<file path="src/sv/tdn_pkg.sv">
`timescale 1ns / 1ps

package tdn_pkg;

  localparam int CPU_W      = 10;
  localparam int CNT_W      = 7;
  localparam int ID_W       = 6;
  localparam int CFG_IDX_W  = 2;
  localparam int CFG_DATA_W = 7;

  localparam logic OP_LOAD = 1'b0;
  localparam logic OP_RUN  = 1'b1;

  localparam logic MODE_BLOCK  = 1'b0;
  localparam logic MODE_CYCLIC = 1'b1;

  localparam logic STATUS_OK       = 1'b0;
  localparam logic STATUS_NO_HOSTS = 1'b1;

  localparam logic [CFG_IDX_W-1:0] CFG_HOST_COUNT = 2'd0;
  localparam logic [CFG_IDX_W-1:0] CFG_TASK_COUNT = 2'd1;
  localparam logic [CFG_IDX_W-1:0] CFG_DIST_MODE  = 2'd2;

  typedef enum logic [7:0] {
    S_IDLE = 8'b0000_0001,
    S_LOAD = 8'b0000_0010,
    S_CLR  = 8'b0000_0100,
    S_RD   = 8'b0000_1000,
    S_EV   = 8'b0001_0000,
    S_BRD  = 8'b0010_0000,
    S_BEV  = 8'b0100_0000,
    S_ERR  = 8'b1000_0000
  } state_e;

  typedef struct packed {
    logic load_start;
    logic load_step;
    logic run_start;
    logic clr_step;
    logic rd;
    logic ev_step;
    logic blk_start;
    logic brd;
    logic bev_emit;
    logic bev_next;
    logic err_emit;
    logic table_clr;
  } dp_cmd_t;

  typedef struct packed {
    logic hosts_zero;
    logic tasks_zero;
    logic load_done;
    logic clr_done;
    logic take;
    logic run_done;
    logic blk_more;
    logic blk_last;
    logic out_free;
  } dp_stat_t;

endpackage

</file>
<file path="src/sv/tdn_ifs.sv">
`timescale 1ns / 1ps

interface tdn_req_if;
  logic                       valid;
  logic                       ready;
  logic                       op;
  logic [tdn_pkg::CPU_W-1:0]  group_cpus;
  logic [tdn_pkg::CNT_W-1:0]  group_reps;

  modport source (output valid, output op, output group_cpus, output group_reps, input ready);
  modport sink   (input valid, input op, input group_cpus, input group_reps, output ready);
endinterface

interface tdn_rsp_if;
  logic                       valid;
  logic                       ready;
  logic [tdn_pkg::ID_W-1:0]   task_id;
  logic [tdn_pkg::ID_W-1:0]   host_id;
  logic [tdn_pkg::ID_W-1:0]   rank_on_host;
  logic                       status;
  logic                       last;

  modport source (output valid, output task_id, output host_id, output rank_on_host,
                  output status, output last, input ready);
  modport sink   (input valid, input task_id, input host_id, input rank_on_host,
                  input status, input last, output ready);
endinterface

interface tdn_cfg_if;
  logic                            valid;
  logic                            ready;
  logic [tdn_pkg::CFG_IDX_W-1:0]   index;
  logic [tdn_pkg::CFG_DATA_W-1:0]  data;

  modport source (output valid, output index, output data, input ready);
  modport sink   (input valid, input index, input data, output ready);
endinterface

</file>
<file path="src/sv/tdn_ctrl.sv">
`timescale 1ns / 1ps

module tdn_ctrl (
  input  logic              clk_i,
  input  logic              rst_ni,
  input  logic              req_valid_i,
  input  logic              req_op_i,
  input  logic              dist_mode_i,
  input  tdn_pkg::dp_stat_t stat_i,
  output logic              req_ready_o,
  output tdn_pkg::dp_cmd_t  cmd_o
);
  import tdn_pkg::*;

  state_e state_q, state_d;
  logic   cyclic;

  assign cyclic      = (dist_mode_i == MODE_CYCLIC);
  assign req_ready_o = (state_q == S_IDLE);

  always_comb begin
    state_d = state_q;
    cmd_o   = '0;
    unique case (state_q)
      S_IDLE: begin
        if (req_valid_i) begin
          if (req_op_i == OP_LOAD) begin
            cmd_o.load_start = 1'b1;
            state_d          = S_LOAD;
          end else if (stat_i.hosts_zero) begin
            state_d = S_ERR;
          end else if (stat_i.tasks_zero) begin
            cmd_o.table_clr = 1'b1;
          end else begin
            cmd_o.run_start = 1'b1;
            state_d         = S_CLR;
          end
        end
      end
      S_LOAD: begin
        cmd_o.load_step = 1'b1;
        if (stat_i.load_done) begin
          state_d = S_IDLE;
        end
      end
      S_CLR: begin
        cmd_o.clr_step = 1'b1;
        if (stat_i.clr_done) begin
          state_d = S_RD;
        end
      end
      S_RD: begin
        cmd_o.rd = 1'b1;
        state_d  = S_EV;
      end
      S_EV: begin
        if (!(stat_i.take && cyclic && !stat_i.out_free)) begin
          cmd_o.ev_step = 1'b1;
          if (stat_i.take && stat_i.run_done) begin
            if (cyclic) begin
              cmd_o.table_clr = 1'b1;
              state_d         = S_IDLE;
            end else begin
              cmd_o.blk_start = 1'b1;
              state_d         = S_BRD;
            end
          end else begin
            state_d = S_RD;
          end
        end
      end
      S_BRD: begin
        cmd_o.brd = 1'b1;
        state_d   = S_BEV;
      end
      S_BEV: begin
        if (stat_i.blk_more) begin
          if (stat_i.out_free) begin
            cmd_o.bev_emit = 1'b1;
            if (stat_i.blk_last) begin
              cmd_o.table_clr = 1'b1;
              state_d         = S_IDLE;
            end
          end
        end else begin
          cmd_o.bev_next = 1'b1;
          state_d        = S_BRD;
        end
      end
      S_ERR: begin
        if (stat_i.out_free) begin
          cmd_o.err_emit  = 1'b1;
          cmd_o.table_clr = 1'b1;
          state_d         = S_IDLE;
        end
      end
      default: state_d = S_IDLE;
    endcase
  end

  always_ff @(posedge clk_i or negedge rst_ni) begin
    if (!rst_ni) begin
      state_q <= S_IDLE;
    end else begin
      state_q <= state_d;
    end
  end

endmodule

</file>
<file path="src/sv/tdn_datapath.sv">
`timescale 1ns / 1ps

module tdn_datapath #(
  parameter int MAX_HOSTS = 64,
  parameter int MAX_TASKS = 64
) (
  input  logic                         clk_i,
  input  logic                         rst_ni,
  input  tdn_pkg::dp_cmd_t             cmd_i,
  output tdn_pkg::dp_stat_t            stat_o,
  input  logic [tdn_pkg::CPU_W-1:0]    group_cpus_i,
  input  logic [tdn_pkg::CNT_W-1:0]    group_reps_i,
  input  logic [tdn_pkg::CNT_W-1:0]    host_count_i,
  input  logic [tdn_pkg::CNT_W-1:0]    task_count_i,
  input  logic                         dist_mode_i,
  input  logic                         out_ready_i,
  output logic                         out_valid_o,
  output logic [tdn_pkg::ID_W-1:0]     task_id_o,
  output logic [tdn_pkg::ID_W-1:0]     host_id_o,
  output logic [tdn_pkg::ID_W-1:0]     rank_on_host_o,
  output logic                         status_o,
  output logic                         last_o
);
  import tdn_pkg::*;

  localparam int HW = (MAX_HOSTS > 1) ? $clog2(MAX_HOSTS) : 1;
  localparam int CW = $clog2(MAX_HOSTS + 1);

  logic [CPU_W-1:0] cpus_mem  [MAX_HOSTS];
  logic [CNT_W-1:0] tally_mem [MAX_HOSTS];

  logic [CW-1:0]    ptr_q, h_q, hosts_w;
  logic [HW-1:0]    h_idx;
  logic [CNT_W-1:0] remain_q, round_q, placed_q, t_q, r_q, tasks_w;
  logic             over_q, room_q, out_valid_q;
  logic [CPU_W-1:0] cpus_q, cpus_rd_q, eff_cpus;
  logic [CNT_W-1:0] tally_rd_q;
  logic             inrng_q;
  logic             full, take, room_now, room_n, host_last, emit_cyc, emit;

  assign hosts_w = (32'(host_count_i) > MAX_HOSTS) ? CW'(MAX_HOSTS) : CW'(host_count_i);
  assign tasks_w = (32'(task_count_i) > MAX_TASKS) ? CNT_W'(MAX_TASKS) : task_count_i;
  assign h_idx   = h_q[HW-1:0];
  assign full    = (ptr_q == CW'(MAX_HOSTS));

  assign eff_cpus  = inrng_q ? cpus_rd_q : '0;
  assign take      = (CPU_W'(round_q) < eff_cpus) || over_q;
  assign room_now  = (CPU_W'(round_q) + CPU_W'(1)) < eff_cpus;
  assign room_n    = room_q | (take & room_now);
  assign host_last = (h_q == hosts_w - CW'(1));

  assign emit_cyc = cmd_i.ev_step && take && (dist_mode_i == MODE_CYCLIC);
  assign emit     = emit_cyc || cmd_i.bev_emit || cmd_i.err_emit;

  always_comb begin
    stat_o            = '0;
    stat_o.hosts_zero = (hosts_w == '0);
    stat_o.tasks_zero = (tasks_w == '0);
    stat_o.load_done  = (remain_q == CNT_W'(1)) || full || (ptr_q == CW'(MAX_HOSTS - 1));
    stat_o.clr_done   = host_last;
    stat_o.take       = take;
    stat_o.run_done   = (placed_q + CNT_W'(1) == tasks_w);
    stat_o.blk_more   = (r_q < tally_rd_q);
    stat_o.blk_last   = (t_q + CNT_W'(1) == tasks_w);
    stat_o.out_free   = !out_valid_q || out_ready_i;
  end

  always_ff @(posedge clk_i or negedge rst_ni) begin
    if (!rst_ni) begin
      ptr_q       <= '0;
      remain_q    <= '0;
      h_q         <= '0;
      round_q     <= '0;
      placed_q    <= '0;
      over_q      <= 1'b0;
      room_q      <= 1'b0;
      t_q         <= '0;
      r_q         <= '0;
      out_valid_q <= 1'b0;
    end else begin
      if (cmd_i.load_start) begin
        remain_q <= (group_reps_i == '0) ? CNT_W'(1) : group_reps_i;
      end
      if (cmd_i.load_step) begin
        remain_q <= remain_q - CNT_W'(1);
        if (!full) begin
          ptr_q <= ptr_q + CW'(1);
        end
      end
      if (cmd_i.table_clr) begin
        ptr_q <= '0;
      end
      if (cmd_i.run_start) begin
        h_q <= '0;
      end
      if (cmd_i.clr_step) begin
        if (host_last) begin
          h_q      <= '0;
          round_q  <= '0;
          placed_q <= '0;
          over_q   <= 1'b0;
          room_q   <= 1'b0;
        end else begin
          h_q <= h_q + CW'(1);
        end
      end
      if (cmd_i.ev_step) begin
        if (take) begin
          placed_q <= placed_q + CNT_W'(1);
        end
        if (cmd_i.blk_start) begin
          h_q <= '0;
          t_q <= '0;
        end else if (host_last) begin
          h_q     <= '0;
          round_q <= round_q + CNT_W'(1);
          over_q  <= over_q | !room_n;
          room_q  <= 1'b0;
        end else begin
          h_q    <= h_q + CW'(1);
          room_q <= room_n;
        end
      end
      if (cmd_i.brd) begin
        r_q <= '0;
      end
      if (cmd_i.bev_emit) begin
        r_q <= r_q + CNT_W'(1);
        t_q <= t_q + CNT_W'(1);
      end
      if (cmd_i.bev_next) begin
        h_q <= h_q + CW'(1);
      end
      if (emit) begin
        out_valid_q <= 1'b1;
      end else if (out_ready_i) begin
        out_valid_q <= 1'b0;
      end
    end
  end

  // CPU table: entries at or above the fill pointer read as zero
  always_ff @(posedge clk_i) begin
    if (cmd_i.load_start) begin
      cpus_q <= group_cpus_i;
    end
    if (cmd_i.load_step && !full) begin
      cpus_mem[ptr_q[HW-1:0]] <= cpus_q;
    end
    if (cmd_i.rd) begin
      cpus_rd_q <= cpus_mem[h_idx];
      inrng_q   <= (h_q < ptr_q);
    end
  end

  always_ff @(posedge clk_i) begin
    if (cmd_i.clr_step) begin
      tally_mem[h_idx] <= '0;
    end else if (cmd_i.ev_step && take) begin
      tally_mem[h_idx] <= tally_rd_q + CNT_W'(1);
    end
    if (cmd_i.rd || cmd_i.brd) begin
      tally_rd_q <= tally_mem[h_idx];
    end
  end

  always_ff @(posedge clk_i) begin
    if (emit) begin
      if (cmd_i.err_emit) begin
        task_id_o      <= '0;
        host_id_o      <= '0;
        rank_on_host_o <= '0;
        status_o       <= STATUS_NO_HOSTS;
        last_o         <= 1'b1;
      end else if (cmd_i.bev_emit) begin
        task_id_o      <= ID_W'(t_q);
        host_id_o      <= ID_W'(h_q);
        rank_on_host_o <= ID_W'(r_q);
        status_o       <= STATUS_OK;
        last_o         <= stat_o.blk_last;
      end else begin
        task_id_o      <= ID_W'(placed_q);
        host_id_o      <= ID_W'(h_q);
        rank_on_host_o <= ID_W'(tally_rd_q);
        status_o       <= STATUS_OK;
        last_o         <= stat_o.run_done;
      end
    end
  end

  assign out_valid_o = out_valid_q;

`ifndef SYNTHESIS
  a_emit_into_free: assert property (@(posedge clk_i) disable iff (!rst_ni)
    emit |-> (!out_valid_q || out_ready_i))
    else $error("result written over a pending transaction");

  a_placed_bound: assert property (@(posedge clk_i) disable iff (!rst_ni)
    (cmd_i.ev_step && take) |-> (placed_q < tasks_w))
    else $error("more tasks placed than requested");

  a_rank_bound: assert property (@(posedge clk_i) disable iff (!rst_ni)
    cmd_i.bev_emit |-> (r_q < tally_rd_q))
    else $error("block rank beyond host tally");

  a_host_bound: assert property (@(posedge clk_i) disable iff (!rst_ni)
    (cmd_i.rd || cmd_i.brd || cmd_i.clr_step) |-> (h_q < hosts_w))
    else $error("host index beyond host count");
`endif

endmodule

</file>
<file path="src/sv/task_to_node_distributor_unit.sv">
`timescale 1ns / 1ps

// Task-to-host distributor.
// req_i carries commands: op load writes group_cpus into the next group_reps
// entries of the host CPU table (zero reps counts as one); op run lays out
// task_count tasks over host_count hosts and clears the table afterwards.
// cfg_i (always ready) writes host_count, task_count and dist_mode (0 block,
// 1 cyclic); the user must write it only while the unit is idle (not enforced).
// rsp_o gives one transaction per placed task (task, host, rank, last), or a
// single status transaction with last set when host_count is zero.
// A load drops req_i.ready after the accept while it writes one table entry
// per cycle, until group_reps entries are written or the table fills.
// A run first clears the tally of each of the host_count hosts, then deals
// with a read and an evaluate state per host visit (the CPU table read is
// registered); block mode adds a numbering walk over hosts and tasks.
// One result register decouples rsp_o: when the receiver stalls, the dealing
// or numbering walk waits at the next result until the register frees.
// After reset the table is empty, host_count and task_count are 1 and the
// mode is block; no clearing pass is needed.
module task_to_node_distributor_unit #(
  parameter int MAX_HOSTS = 64,
  parameter int MAX_TASKS = 64
) (
  input  logic      clk_i,
  input  logic      rst_ni,
  tdn_req_if.sink   req_i,
  tdn_cfg_if.sink   cfg_i,
  tdn_rsp_if.source rsp_o
);
  import tdn_pkg::*;

  logic [CNT_W-1:0] host_count_q, task_count_q;
  logic             dist_mode_q;
  dp_cmd_t          cmd;
  dp_stat_t         stat;

  assign cfg_i.ready = 1'b1;

  always_ff @(posedge clk_i or negedge rst_ni) begin
    if (!rst_ni) begin
      host_count_q <= CNT_W'(1);
      task_count_q <= CNT_W'(1);
      dist_mode_q  <= MODE_BLOCK;
    end else if (cfg_i.valid) begin
      unique case (cfg_i.index)
        CFG_HOST_COUNT: host_count_q <= cfg_i.data;
        CFG_TASK_COUNT: task_count_q <= cfg_i.data;
        CFG_DIST_MODE:  dist_mode_q  <= cfg_i.data[0];
        default: ;
      endcase
    end
  end

  tdn_ctrl u_ctrl (
    .clk_i       (clk_i),
    .rst_ni      (rst_ni),
    .req_valid_i (req_i.valid),
    .req_op_i    (req_i.op),
    .dist_mode_i (dist_mode_q),
    .stat_i      (stat),
    .req_ready_o (req_i.ready),
    .cmd_o       (cmd)
  );

  tdn_datapath #(
    .MAX_HOSTS (MAX_HOSTS),
    .MAX_TASKS (MAX_TASKS)
  ) u_datapath (
    .clk_i          (clk_i),
    .rst_ni         (rst_ni),
    .cmd_i          (cmd),
    .stat_o         (stat),
    .group_cpus_i   (req_i.group_cpus),
    .group_reps_i   (req_i.group_reps),
    .host_count_i   (host_count_q),
    .task_count_i   (task_count_q),
    .dist_mode_i    (dist_mode_q),
    .out_ready_i    (rsp_o.ready),
    .out_valid_o    (rsp_o.valid),
    .task_id_o      (rsp_o.task_id),
    .host_id_o      (rsp_o.host_id),
    .rank_on_host_o (rsp_o.rank_on_host),
    .status_o       (rsp_o.status),
    .last_o         (rsp_o.last)
  );

endmodule
</file>
<file path="src/flat_wrapper.sv">
// flat-port wrapper written by rule: the top's interface ports become plain ports
module task_to_node_distributor_unit_flat import tdn_pkg::*;
#(
  parameter int MAX_HOSTS = 64,
  parameter int MAX_TASKS = 64
)
  (clk_i, rst_ni, req_i_valid, req_i_op, req_i_group_cpus, req_i_group_reps, req_i_ready, cfg_i_valid, cfg_i_index, cfg_i_data, cfg_i_ready, rsp_o_valid, rsp_o_task_id, rsp_o_host_id, rsp_o_rank_on_host, rsp_o_status, rsp_o_last, rsp_o_ready);
  tdn_req_if req_i_i ();
  tdn_cfg_if cfg_i_i ();
  tdn_rsp_if rsp_o_i ();
  input  logic clk_i;
  input  logic rst_ni;
  input wire logic [$bits(req_i_i.valid)-1:0] req_i_valid;
  input wire logic [$bits(req_i_i.op)-1:0] req_i_op;
  input wire logic [$bits(req_i_i.group_cpus)-1:0] req_i_group_cpus;
  input wire logic [$bits(req_i_i.group_reps)-1:0] req_i_group_reps;
  output wire logic [$bits(req_i_i.ready)-1:0] req_i_ready;
  input wire logic [$bits(cfg_i_i.valid)-1:0] cfg_i_valid;
  input wire logic [$bits(cfg_i_i.index)-1:0] cfg_i_index;
  input wire logic [$bits(cfg_i_i.data)-1:0] cfg_i_data;
  output wire logic [$bits(cfg_i_i.ready)-1:0] cfg_i_ready;
  output wire logic [$bits(rsp_o_i.valid)-1:0] rsp_o_valid;
  output wire logic [$bits(rsp_o_i.task_id)-1:0] rsp_o_task_id;
  output wire logic [$bits(rsp_o_i.host_id)-1:0] rsp_o_host_id;
  output wire logic [$bits(rsp_o_i.rank_on_host)-1:0] rsp_o_rank_on_host;
  output wire logic [$bits(rsp_o_i.status)-1:0] rsp_o_status;
  output wire logic [$bits(rsp_o_i.last)-1:0] rsp_o_last;
  input wire logic [$bits(rsp_o_i.ready)-1:0] rsp_o_ready;
  assign req_i_i.valid = req_i_valid;
  assign req_i_i.op = req_i_op;
  assign req_i_i.group_cpus = req_i_group_cpus;
  assign req_i_i.group_reps = req_i_group_reps;
  assign req_i_ready = req_i_i.ready;
  assign cfg_i_i.valid = cfg_i_valid;
  assign cfg_i_i.index = cfg_i_index;
  assign cfg_i_i.data = cfg_i_data;
  assign cfg_i_ready = cfg_i_i.ready;
  assign rsp_o_valid = rsp_o_i.valid;
  assign rsp_o_task_id = rsp_o_i.task_id;
  assign rsp_o_host_id = rsp_o_i.host_id;
  assign rsp_o_rank_on_host = rsp_o_i.rank_on_host;
  assign rsp_o_status = rsp_o_i.status;
  assign rsp_o_last = rsp_o_i.last;
  assign rsp_o_i.ready = rsp_o_ready;
  task_to_node_distributor_unit #(.MAX_HOSTS(MAX_HOSTS), .MAX_TASKS(MAX_TASKS)) u_core (.clk_i(clk_i), .rst_ni(rst_ni), .req_i(req_i_i), .cfg_i(cfg_i_i), .rsp_o(rsp_o_i));
endmodule
</file>
<file path="config.mk">
export PLATFORM = sky130hd
export DESIGN_NAME = task_to_node_distributor_unit_flat
export DESIGN_NICKNAME = d
export VERILOG_FILES = /design/src/sv/tdn_pkg.sv /design/src/sv/tdn_ifs.sv /design/src/sv/tdn_ctrl.sv /design/src/sv/tdn_datapath.sv /design/src/sv/task_to_node_distributor_unit.sv /design/src/flat_wrapper.sv
export SDC_FILE = /design/constraint.sdc
export NUM_CORES = 1
export LEC_CHECK = 0
export BUFFER_PORTS_ARGS = -buffer_cell sky130_fd_sc_hd__buf_2
export CAP_MARGIN = 0
export CORE_ASPECT_RATIO = 0.9
export CORE_MARGIN = 3
export CORE_UTILIZATION = 50
export CTS_CLUSTER_SIZE = 8
export DETAILED_ROUTE_END_ITERATION = 8
export PLACE_DENSITY_LB_ADDON = 0.05
export SETUP_SLACK_MARGIN = 0.3
export SLEW_MARGIN = 30
export SYNTH_ARGS = -nofsm -noshare
export SYNTH_HDL_FRONTEND = slang
export SYNTH_HIERARCHICAL = 1
export SYNTH_SLANG_ARGS = --single-unit
</file>
<file path="constraint.sdc">
create_clock -name clk_i -period 14 [get_ports clk_i]
set_input_delay 3.5 -clock clk_i [delete_from_list [all_inputs] [get_ports clk_i]]
set_output_delay 3.5 -clock clk_i [all_outputs]
set_load 0.005 [all_outputs]
</file>
# ---- Word-level counts from Yosys, hierarchy flattened
# Memory sizes are Yosys's and may differ from the RTL's. A register that Yosys moved wholly into a read port is not among the register bits.
# Cells that the tools add are included.
dict set report word_totals {
  ramBits 1088
  in_bits 32
  mem_count 2
  ff_bits 106
}
# memory words width read_ports rd_ports_with_merged_regs write_ports line
set memory_table {}
lappend memory_table {u_core.u_datapath.cpus_mem 64 10 1 1 1 tdn_datapath.sv:29} ;# logic [CPU_W-1:0] cpus_mem [MAX_HOSTS];
lappend memory_table {u_core.u_datapath.tally_mem 64 7 1 1 1 tdn_datapath.sv:30} ;# logic [CNT_W-1:0] tally_mem [MAX_HOSTS];
dict set report op_classes {
  order_cmp 6
  reduce_logical 34
  bitwise_logic 4
  mux 100
  addsub 10
  n_eq_ne 25
}
# op count
set op_table {}
lappend op_table {{$mux 7} 29}
lappend op_table {{$mux 8} 11}
lappend op_table {{$pmux 8 s8} 1}
lappend op_table {{$add 7x1->7 const B} 7}
lappend op_table {{$mux 1} 49}
lappend op_table {{$mux 6} 4}
lappend op_table {{$eq 7x7->1} 3}
lappend op_table {{$logic_not 7->1} 3}
lappend op_table {{$gt 7x7->1 const B} 2}
lappend op_table {{$lt 7x7->1} 2}
lappend op_table {{$sub 7x1->7 const B} 2}
lappend op_table {{$reduce_bool 2->1} 6}
lappend op_table {{$lt 7x10->1} 1}
lappend op_table {{$lt 8x10->1} 1}
lappend op_table {{$mux 10} 1}
lappend op_table {{$reduce_and 2->1} 5}
lappend op_table {{$add 7x1->8 const B} 1}
lappend op_table {{$eq 8x1->1 const B} 1}
lappend op_table {{$eq 8x2->1 const B} 1}
lappend op_table {{$eq 8x3->1 const B} 1}
lappend op_table {{$eq 8x4->1 const B} 1}
lappend op_table {{$eq 8x5->1 const B} 1}
lappend op_table {{$eq 8x6->1 const B} 1}
lappend op_table {{$eq 8x7->1 const B} 1}
lappend op_table {{other kinds (20)} 44}

# ---- Logic depth before layout (Yosys ltp)
# Gate-level depths: netlist of the first run.
dict set report depth {
  word_depth 12
  mapped_depth 16
  ltp_nobuf 14
}

# ---- Hierarchy
# The synthesis of the first run kept the hierarchy.
# module area_per_inst_um2 n_inst cells_per_inst seq_area_each_um2
set modules_own_cells {}
lappend modules_own_cells {tdn_datapath 47958.5 1 2917 35414.0}
lappend modules_own_cells {tdn_ctrl 641.9 1 75 201.4}
lappend modules_own_cells {task_to_node_distributor_unit 595.6 1 35 377.9}

# ---- Least setup slack after synthesis of the first run
# Ideal clock, no wire load.
dict set report synth_path {
  kind {input port to flip-flop}
  start {input rsp_o_ready}
  end {memory u_core.u_datapath.tally_mem[0][1] (data pin)}
  arrival_ns 7.081
  path_buffers 1
  path_stages 6
  setup_slack_ns 6.207
  setup_time_ns 0.712
  cell_sequence {nand2b_1 nand3b_1 and2_1 o41ai_1 clkbuf_1 nor3b_1}
}
# element line
set synth_rtl {}
lappend synth_rtl {{start: declaration} flat_wrapper.sv:28} ;# input wire logic [$bits(rsp_o_i.ready)-1:0] rsp_o_ready;
lappend synth_rtl {{end: declaration} tdn_datapath.sv:30}

==> results of run 1 <==
[how the worst max path moves through the flow]
stage                           start                                           to  slack (ns)  cells past startpoint
final                     rsp_o_ready  u_core/u_datapath/tally_mem[3][5]$_DFFE_PP_        7.92                      9
after global routing      rsp_o_ready  u_core/u_datapath/tally_mem[0][1]$_DFFE_PP_        7.83                      9
after CTS                 rsp_o_ready  u_core/u_datapath/tally_mem[7][5]$_DFFE_PP_        8.04                      9
after detailed placement  rsp_o_ready  u_core/u_datapath/tally_mem[7][5]$_DFFE_PP_        7.25                      9
after global placement    rsp_o_ready  u_core/u_datapath/tally_mem[0][3]$_DFFE_PP_        7.36                      9
after floorplan           rsp_o_ready  u_core/u_datapath/tally_mem[0][1]$_DFFE_PP_        6.21                      6
[cell type report]
cell class              instances  share of cell area, %
flip-flops and latches       1211                   64.7
multi-input cells            1604                   22.3
clock buffers                 202                   7.92
well taps                    1265                   2.84
repair buffers                133                   1.59
clock inverters                14                  0.355
inverters                      35                  0.241
[sequential cells by signal (all words and copies together), names as in the netlist, 6 cells and up]
register,flops
u_core/u_datapath/cpus_mem,640
u_core/u_datapath/tally_mem,448
u_core/u_datapath/cpus_q,10
u_core/u_datapath/cpus_rd_q,10
u_core/u_ctrl/state_q,8
u_core/host_count_q,7
u_core/task_count_q,7
u_core/u_datapath/h_q,7
u_core/u_datapath/placed_q,7
u_core/u_datapath/ptr_q,7
u_core/u_datapath/r_q,7
u_core/u_datapath/remain_q,7
u_core/u_datapath/round_q,7
u_core/u_datapath/t_q,7
u_core/u_datapath/tally_rd_q,7
u_core/u_datapath/host_id_o,6
u_core/u_datapath/rank_on_host_o,6
u_core/u_datapath/task_id_o,6
[cell usage in the layout (no fill, tap or decap), types with 12 or more instances in the layout]
master,n
mux2i_1,130
edfxtp_1,1136
nand2b_1,18
clkbuf_16,171
a21oi_1,99
buf_4,79
nor2_2,46
mux2_2,86
o22a_1,12
nand2_1,126
o22ai_1,70
nand3_1,47
a221oi_1,154
clkbuf_1,30
nor2b_1,17
inv_1,32
and3_1,14
nor2_1,228
xnor2_1,32
dfrtp_1,69
a22oi_1,67
o21ai_0,84
ha_1,37
nor3_1,14
a22o_1,22
mux4_2,80
buf_2,52
[synthesized netlist by cell type, types with 8 or more instances]
cell type / number
edfxtp_1: 1136
nor2_1: 279
a221oi_1: 154
mux2i_1: 130
nand2_1: 126
a21oi_1: 99
mux2_2: 86
o21ai_0: 84
mux4_2: 80
dfrtp_1: 72
o22ai_1: 70
clkbuf_1: 69
a22oi_1: 67
buf_2: 58
nand3_1: 47
ha_1: 37
inv_1: 34
xnor2_1: 32
buf_4: 25
nor3_1: 25
nor2b_1: 23
a22o_1: 22
nand2b_1: 19
and3_1: 14
buf_1: 14
o22a_1: 12
a31oi_1: 11
buf_6: 11
nand3b_1: 11
o211ai_1: 11
or3_1: 11
a21o_1: 10
and2_1: 9
or4_1: 9
a221o_1: 8
nand4_1: 8
nor4_1: 8
[worst max-delay path: cells and delay by family]
family	cells	cell delay (ns)
AND/OR/NAND/NOR	6	2.52
buffers and inverters	2	0.28
AO/OA/AOI/OAI	1	0.13
[report_power, final]
part	leakage, nW	internal [mW]	switching [mW]
Clock	2.24	2.18	1.45
Combinational	4.77	0.771	1.73
Sequential	11.6	4.07	0.127
[routing by layer]
metal | vias up | track usage, % | wire, um
li1 | 12300 | - | -
met1 | 15200 | 40.6 | 58700
met2 | 1797 | 45.1 | 68300
met3 | 371 | 7.68 | 16400
met4 | 4 | 12.6 | 6440
met5 | - | 0 | 24
[cells by family (layout without fill, tap and decap cells)]
group,Yosys count,in the layout
flip-flops,1211,1211
AND/OR/NAND/NOR,624,624
AO/OA/AOI/OAI,607,607
multiplexers,297,297
buffers and inverters,212,384
XOR/XNOR,38,38
adder cells (fa/ha/maj),37,37
other,1,1
[stage by stage]
stage,std cells,setup WS (ns)
after global placement,4247,7.36
after floorplan,3027,6.21
after detailed placement,4248,7.25
after global routing,4464,7.83
final,4464,7.92
after CTS,4464,8.04
==> flow_results.xml, run 1 <==
<?xml version="1.0" encoding="UTF-8"?>
<metrics>
  <group name="global_routing">
    <metric name="pin_count_of_the_biggest_net_entering_global_routing" unit="">104</metric>
    <metric name="number_of_antenna_violations_at_the_first_check_in_global_routing" unit="">6</metric>
    <metric name="grt_first_pass_wirelength" unit="mm">214</metric>
    <metric name="first_global_vias" unit="">29300</metric>
    <metric name="track_usage" unit="%">29.6</metric>
    <metric name="remaining_global_route_overflow" unit="">0</metric>
  </group>
  <group name="logic_synthesis">
    <metric name="synth.ff_latch_count" unit="">1211</metric>
    <metric name="synth_seq_area_share" unit="%">73.2</metric>
    <metric name="synth_top_family_by_area" unit="">compound AO/OA/AOI/OAI gates</metric>
    <metric name="synth_simple_gate_area_share" unit="%">5.98</metric>
    <metric name="synth_async_sr_flop_share" unit="%">6.19</metric>
    <metric name="synth.top_cell.area_share" unit="%">69.3</metric>
    <metric name="yosys.area_share.adder" unit="%">0.941</metric>
    <metric name="yosys-mux-area-fraction" unit="%">8.31</metric>
    <metric name="total_of_warnings_raised_by_yosys" unit="">6</metric>
    <metric name="synth-main-ff-cell" unit="">edfxtp_1</metric>
    <metric name="synth.distinct_cells" unit="">84</metric>
    <metric name="synth_compound_gate_area_share" unit="%">8.80</metric>
    <metric name="synth.area.top_cells" unit="">edfxtp_1, dfrtp_1, mux4_2</metric>
    <metric name="synth-xor-area-share" unit="%">0.677</metric>
    <metric name="synth.largest_area_cell" unit="">edfxtp_1</metric>
    <metric name="syn_nets" unit="">3096</metric>
    <metric name="post_synth_instance_area" unit="sq um">49200</metric>
    <metric name="postSynthAreaPerCell" unit="sq um">16.3</metric>
    <metric name="synth_enable_flop_cells" unit="">1136</metric>
    <metric name="synthCells" unit="">3027</metric>
  </group>
  <group name="clocking">
    <metric name="cts.repair_timing.setup_buffer_count" unit="">0</metric>
    <metric name="cts.reportedPaths.clkPinSlew" unit="ns">0.05</metric>
    <metric name="holdBufCountCts" unit="">0</metric>
    <metric name="cts_tree" unit="">yes</metric>
    <metric name="worst_skew_pair.late_latency" unit="ns">0.76</metric>
    <metric name="clkSinkCount" unit="">1211</metric>
    <metric name="post_cts_resize_count" unit="">0</metric>
    <metric name="ctsLongestPathBuffers" unit="">3</metric>
    <metric name="cts-htree-levels" unit="">4</metric>
    <metric name="cts-buffers-inserted" unit="">169</metric>
    <metric name="cts-root-buf" unit="">clkbuf_16</metric>
  </group>
  <group name="hold_path">
    <metric name="hold_end" unit="">u_core/u_datapath/room_q$_DFF_PN0_</metric>
    <metric name="min_path_type" unit="">register to register</metric>
    <metric name="worst_hold_startpoint" unit="">u_core/u_datapath/room_q$_DFF_PN0_</metric>
    <metric name="worst_hold_path.num_cells" unit="">2</metric>
  </group>
  <group name="floorplanning">
    <metric name="boundaryPins" unit="">55</metric>
    <metric name="dieWidth" unit="um">337</metric>
    <metric name="core.rowCount" unit="">108</metric>
    <metric name="design.die.area" unit="sq um">102000</metric>
    <metric name="initial_core_util" unit="%">50.7</metric>
    <metric name="placeableCoreArea" unit="sq um">97000</metric>
    <metric name="die_height" unit="um">304</metric>
  </group>
  <group name="sta">
    <metric name="holdWs" unit="ns">0.498</metric>
    <metric name="final_hold_violation_count" unit="">0</metric>
    <metric name="rsz0062_at_grt" unit="">false</metric>
    <metric name="final_min_period_over_clock_period" unit="%">43.4</metric>
    <metric name="finalSetupViolCount" unit="">0</metric>
    <metric name="tightestPinTransition" unit="ns">1.07</metric>
    <metric name="final_period_minus_worst_setup_slack" unit="ns">6.08</metric>
    <metric name="finClkSkew" unit="ns">0.0259</metric>
    <metric name="max_freq" unit="MHz">165</metric>
    <metric name="max-slew-margin-rel" unit="%">28.2</metric>
    <metric name="setup-tns-final" unit="ns">0</metric>
    <metric name="maxSlewViolCount" unit="">0</metric>
  </group>
  <group name="power">
    <metric name="power-per-cell-area" unit="nW/um^2">186</metric>
    <metric name="vdd_ir_drop_max" unit="V">0.000142</metric>
    <metric name="p_total" unit="mW">10.3</metric>
    <metric name="leakage_power" unit="nW">18.6</metric>
  </group>
  <group name="worst_setup_path">
    <metric name="crit_slowest_cell" unit="">nand2b_1</metric>
    <metric name="crit-reg2reg-launch" unit="">u_core/u_datapath/h_q[1]$_DFFE_PN0P_</metric>
    <metric name="r2r_end" unit="">u_core/u_datapath/cpus_rd_q[9]$_DFFE_PP_</metric>
    <metric name="worst-r2r-cell-count" unit="">9</metric>
    <metric name="path_cells" unit="">buf_2, nand2b_1, nand3b_1, and2_1, o41ai_2, buf_4, nand2b_1, nand2_1, nor2_1</metric>
    <metric name="required" unit="ns">14.38</metric>
    <metric name="start_kind" unit="">primary input</metric>
    <metric name="timing.critical_path.mode_cell" unit="">nand2b_1</metric>
    <metric name="reg2reg_slack" unit="ns">8.47</metric>
    <metric name="path_class" unit="">primary input to register</metric>
    <metric name="slowest_delay" unit="ns">0.63</metric>
    <metric name="cp.arrival" unit="ns">6.46</metric>
    <metric name="critical_path.endpoint_type" unit="">register</metric>
    <metric name="crit_fanout" unit="">13</metric>
  </group>
  <group name="cells_and_area">
    <metric name="n_antenna_cell" unit="">0</metric>
    <metric name="postLayoutCoreUtil" unit="%">57.4</metric>
    <metric name="nets" unit="">3223</metric>
    <metric name="area_occupied_by_multi_input_gates" unit="sq um">12400</metric>
    <metric name="fillers" unit="">7452</metric>
    <metric name="area_growth" unit="%">13.1</metric>
    <metric name="drive_above_1_share" unit="%">18.6</metric>
    <metric name="ff_latch_area" unit="sq um">36000</metric>
    <metric name="stdcell_area" unit="sq um">55600</metric>
  </group>
  <group name="status">
    <metric name="run_status" unit="">finished clean</metric>
  </group>
  <group name="drt">
    <metric name="drtPass1Iterations" unit="">6</metric>
    <metric name="drc" unit="">0</metric>
    <metric name="via_count" unit="">29800</metric>
    <metric name="drt.antenna.violating_nets" unit="">0</metric>
    <metric name="drt-vias-per-instance" unit="">6.67</metric>
    <metric name="wl_per_cell" unit="um">33.6</metric>
    <metric name="routed_wirelength" unit="mm">150</metric>
    <metric name="drtIter0Drc" unit="">3947</metric>
  </group>
  <group name="place">
    <metric name="place.gp.congestion" unit="">0.905</metric>
    <metric name="post_dp_cell_area" unit="sq um">51000</metric>
    <metric name="dp.final_hpwl" unit="mm">89.1</metric>
    <metric name="numPortBuffers" unit="">53</metric>
  </group>
  <group name="job">
    <metric name="cap_viol_max_count" unit="">0</metric>
  </group>
</metrics>
Power figures use the tool's default switching activity.
==> run 2, diff against run 1 <==
Settings changed: ABC_AREA set to 1.
Clock period 14 ns to 5.17 ns, I/O delays scaled along.
==> flow_results.xml, run 2 <==
<?xml version="1.0" encoding="UTF-8"?>
<metrics>
  <group name="drt">
    <metric name="drt-vias-per-instance" unit="">5.95</metric>
    <metric name="drt.antenna.violating_nets" unit="">0</metric>
    <metric name="routed_wirelength" unit="mm">139</metric>
    <metric name="drc" unit="">0</metric>
    <metric name="wl_per_cell" unit="um">26.8</metric>
    <metric name="drtIter0Drc" unit="">3535</metric>
    <metric name="drtPass1Iterations" unit="">6</metric>
    <metric name="via_count" unit="">30800</metric>
  </group>
  <group name="sta">
    <metric name="max-slew-margin-rel" unit="%">35.3</metric>
    <metric name="rsz0062_at_grt" unit="">false</metric>
    <metric name="worst_slack" unit="ns">0.751</metric>
    <metric name="finalSetupViolCount" unit="">0</metric>
    <metric name="maxSlewViolCount" unit="">0</metric>
    <metric name="tightestPinTransition" unit="ns">0.959</metric>
    <metric name="final_hold_violation_count" unit="">0</metric>
    <metric name="finClkSkew" unit="ns">0.0281</metric>
    <metric name="holdWs" unit="ns">0.502</metric>
    <metric name="final_min_period_over_clock_period" unit="%">85.5</metric>
    <metric name="final_period_minus_worst_setup_slack" unit="ns">4.42</metric>
    <metric name="max_freq" unit="MHz">226</metric>
  </group>
  <group name="worst_setup_path">
    <metric name="start_kind" unit="">register</metric>
    <metric name="crit_fanout" unit="">13</metric>
    <metric name="crit-reg2reg-launch" unit="">u_core/u_datapath/inrng_q$_DFFE_PP_</metric>
    <metric name="cp.arrival" unit="ns">4.78</metric>
    <metric name="timing.critical_path.from" unit="">u_core/u_datapath/inrng_q$_DFFE_PP_</metric>
    <metric name="critical_path.endpoint_type" unit="">register</metric>
    <metric name="reg2reg_slack" unit="ns">0.75</metric>
    <metric name="required" unit="ns">5.53</metric>
    <metric name="path_class" unit="">register to register</metric>
  </group>
  <group name="logic_synthesis">
    <metric name="postSynthAreaPerCell" unit="sq um">13.1</metric>
    <metric name="synth_enable_flop_cells" unit="">1136</metric>
    <metric name="total_of_warnings_raised_by_yosys" unit="">6</metric>
    <metric name="synth_seq_area_share" unit="%">74.7</metric>
    <metric name="synth.largest_area_cell" unit="">edfxtp_1</metric>
    <metric name="synth.top_cell.area_share" unit="%">70.8</metric>
    <metric name="synth.distinct_cells" unit="">56</metric>
    <metric name="synthCells" unit="">3676</metric>
    <metric name="synth.ff_latch_count" unit="">1211</metric>
    <metric name="yosysMostFrequentCell" unit="">edfxtp_1</metric>
    <metric name="synth.area.top_cells" unit="">edfxtp_1, nand2_1, dfrtp_1</metric>
    <metric name="post_synth_instance_area" unit="sq um">48200</metric>
    <metric name="synth-main-ff-cell" unit="">edfxtp_1</metric>
    <metric name="syn_nets" unit="">3745</metric>
    <metric name="synth_async_sr_flop_share" unit="%">6.19</metric>
    <metric name="synth.top_cells.by_count" unit="">edfxtp_1, nand2_1, nor2_1, inv_1, nand3_1</metric>
  </group>
  <group name="place">
    <metric name="place.gp.congestion" unit="">0.869</metric>
    <metric name="preCtsSetupSlack" unit="ns">0.771</metric>
    <metric name="post_dp_cell_area" unit="sq um">50400</metric>
    <metric name="numPortBuffers" unit="">53</metric>
    <metric name="dp.final_hpwl" unit="mm">82.7</metric>
  </group>
  <group name="job">
    <metric name="cap_viol_max_count" unit="">0</metric>
  </group>
  <group name="floorplanning">
    <metric name="boundaryPins" unit="">55</metric>
    <metric name="placeableCoreArea" unit="sq um">95100</metric>
    <metric name="die_height" unit="um">300</metric>
    <metric name="core.rowCount" unit="">107</metric>
    <metric name="dieWidth" unit="um">333</metric>
    <metric name="design.die.area" unit="sq um">100000</metric>
    <metric name="initial_core_util" unit="%">50.7</metric>
  </group>
  <group name="power">
    <metric name="power.switching" unit="mW">5.65</metric>
    <metric name="sequential_cell_fraction_of_total_power" unit="%">47.8</metric>
    <metric name="cellInternalPower" unit="mW">17.6</metric>
    <metric name="power-per-cell-area" unit="nW/um^2">423</metric>
    <metric name="switching_share_of_power" unit="%">24.3</metric>
    <metric name="vdd_ir_drop_max" unit="V">0.000343</metric>
    <metric name="clock_power_share" unit="%">42.5</metric>
    <metric name="leakage_power" unit="nW">20.2</metric>
    <metric name="combinational_fraction_of_design_power" unit="%">9.7</metric>
  </group>
  <group name="cells_and_area">
    <metric name="stdcell_area" unit="sq um">55000</metric>
    <metric name="layout_common_cells" unit="">edfxtp_1, nand2_1, nor2_1</metric>
    <metric name="n_antenna_cell" unit="">0</metric>
    <metric name="area_growth" unit="%">14.2</metric>
    <metric name="nets" unit="">3943</metric>
    <metric name="final_common_cell" unit="">edfxtp_1</metric>
    <metric name="fillers" unit="">7646</metric>
    <metric name="drive_above_1_share" unit="%">11.5</metric>
    <metric name="largest_reg_flops" unit="">640</metric>
    <metric name="postLayoutCoreUtil" unit="%">57.9</metric>
  </group>
  <group name="global_routing">
    <metric name="pin_count_of_the_biggest_net_entering_global_routing" unit="">88</metric>
    <metric name="track_usage" unit="%">27.9</metric>
    <metric name="first_global_vias" unit="">30200</metric>
    <metric name="remaining_global_route_overflow" unit="">0</metric>
    <metric name="grt_first_pass_wirelength" unit="mm">204</metric>
    <metric name="number_of_antenna_violations_at_the_first_check_in_global_routing" unit="">2</metric>
  </group>
  <group name="clocking">
    <metric name="cts_tree" unit="">yes</metric>
    <metric name="worst_skew_pair.late_latency" unit="ns">0.75</metric>
    <metric name="cts-root-buf" unit="">clkbuf_16</metric>
    <metric name="cts-htree-levels" unit="">4</metric>
    <metric name="holdBufCountCts" unit="">0</metric>
    <metric name="clkSinkCount" unit="">1211</metric>
    <metric name="ctsLongestPathBuffers" unit="">3</metric>
    <metric name="post_cts_resize_count" unit="">0</metric>
    <metric name="cts.repair_timing.setup_buffer_count" unit="">0</metric>
    <metric name="cts.reportedPaths.clkPinSlew" unit="ns">0.05</metric>
    <metric name="cts-buffers-inserted" unit="">169</metric>
  </group>
  <group name="status">
    <metric name="run_status" unit="">finished clean</metric>
  </group>
  <group name="hold_path">
    <metric name="worst_hold_startpoint" unit="">u_core/u_datapath/over_q$_DFF_PN0_</metric>
    <metric name="min_path_type" unit="">register to register</metric>
  </group>
</metrics>
[run 2: cell count changes in the layout (fill, tap and decap cells not counted), moves of 85 or more]
cell / change
mux2_2: -86
nand4_1: +101
nand2_1: +893
inv_1: +163
a221oi_1: -85
mux2i_1: -130
[run 2: cell type report]
cell class	count	area (sq um)	share of cell area [%]
sequential	1211	36000	65.4
multi-input combinational	2107	10800	19.5
clock buffer	216	4510	8.20
tap	1253	1570	2.85
timing repair buffer	171	1270	2.31
inverter	214	813	1.48
clock inverter	9	123	0.223
[run 2: logic make-up after synthesis]
| group | after synthesis | share of synthesized area, % |
|---|---|---|
| and+or+nand+nor | 1596 | 13.9 |
| adders and majority gates | 37 | 0.961 |
| other | 1 | 0.00778 |
| AOI/OAI and AO/OA | 441 | 6.55 |
| DFF | 1211 | 74.7 |
| xor gates and xnor gates | 32 | 0.582 |
| buffers and inverters | 358 | 3.31 |
[run 2: routing by layer]
| metal | up-vias | routed length [um] | track usage, % |
|---|---|---|---|
| met4 | 0 | 3290 | 7.65 |
| met3 | 220 | 11800 | 5.01 |
| met1 | 15500 | 58800 | 40.1 |
| met2 | 1488 | 64900 | 44.2 |
| li1 | 13600 | - | - |
| met5 | - | 0 | 0 |
[run 2: through the flow]
stage / power [mW] / std cells / setup TNS, ns
detailed placement: 13.5 / 4956 / 0
CTS: 23.4 / 5181 / 0
finish: 23.3 / 5181 / 0
global route: 24.1 / 5181 / 0
global placement: 13.5 / 4955 / 0
floorplan: 12.7 / 3676 / -24.21
[run 2: critical path, cell delays in order (launching register included)]
cell,delay [ns]
edfxtp_1,0.55
nand2_1,0.16
ha_1,0.33
nand2_1,0.08
o21ai_0,0.19
nand2_1,0.07
nand3_1,0.14
nand2_2,0.14
nand2_1,0.09
nor2_1,0.07
nor2_1,0.11
buf_4,0.16
nand2_1,0.27
nand2_1,0.49
nand2_1,0.51
nor2_1,0.68
[run 2: worst paths after layout]
path | end | depth (start not counted)
max | u_core/u_datapath/tally_mem[60][3]$_DFFE_PP_ | 15
min | u_core/u_datapath/over_q$_DFF_PN0_ | 2
max reg2reg | u_core/u_datapath/tally_mem[60][3]$_DFFE_PP_ | 15
min reg2reg | u_core/u_datapath/over_q$_DFF_PN0_ | 2
max in group asynchronous | u_core/u_datapath/ptr_q[0]$_DFFE_PN0P_ | 1
min in group asynchronous | u_core/task_count_q[2]$_DFFE_PN0P_ | 1
[run 2: power groups by stage]
stage / Combinational (mW) / Sequential [mW] / Clock (mW)
after floorplan: 1.32 / 11.3 / 0
after global placement: 2.20 / 11.3 / 0
after detailed placement: 2.23 / 11.3 / 0
after CTS: 2.24 / 11.1 / 10.1
after global routing: 2.47 / 11.1 / 10.5
final: 2.26 / 11.1 / 9.89
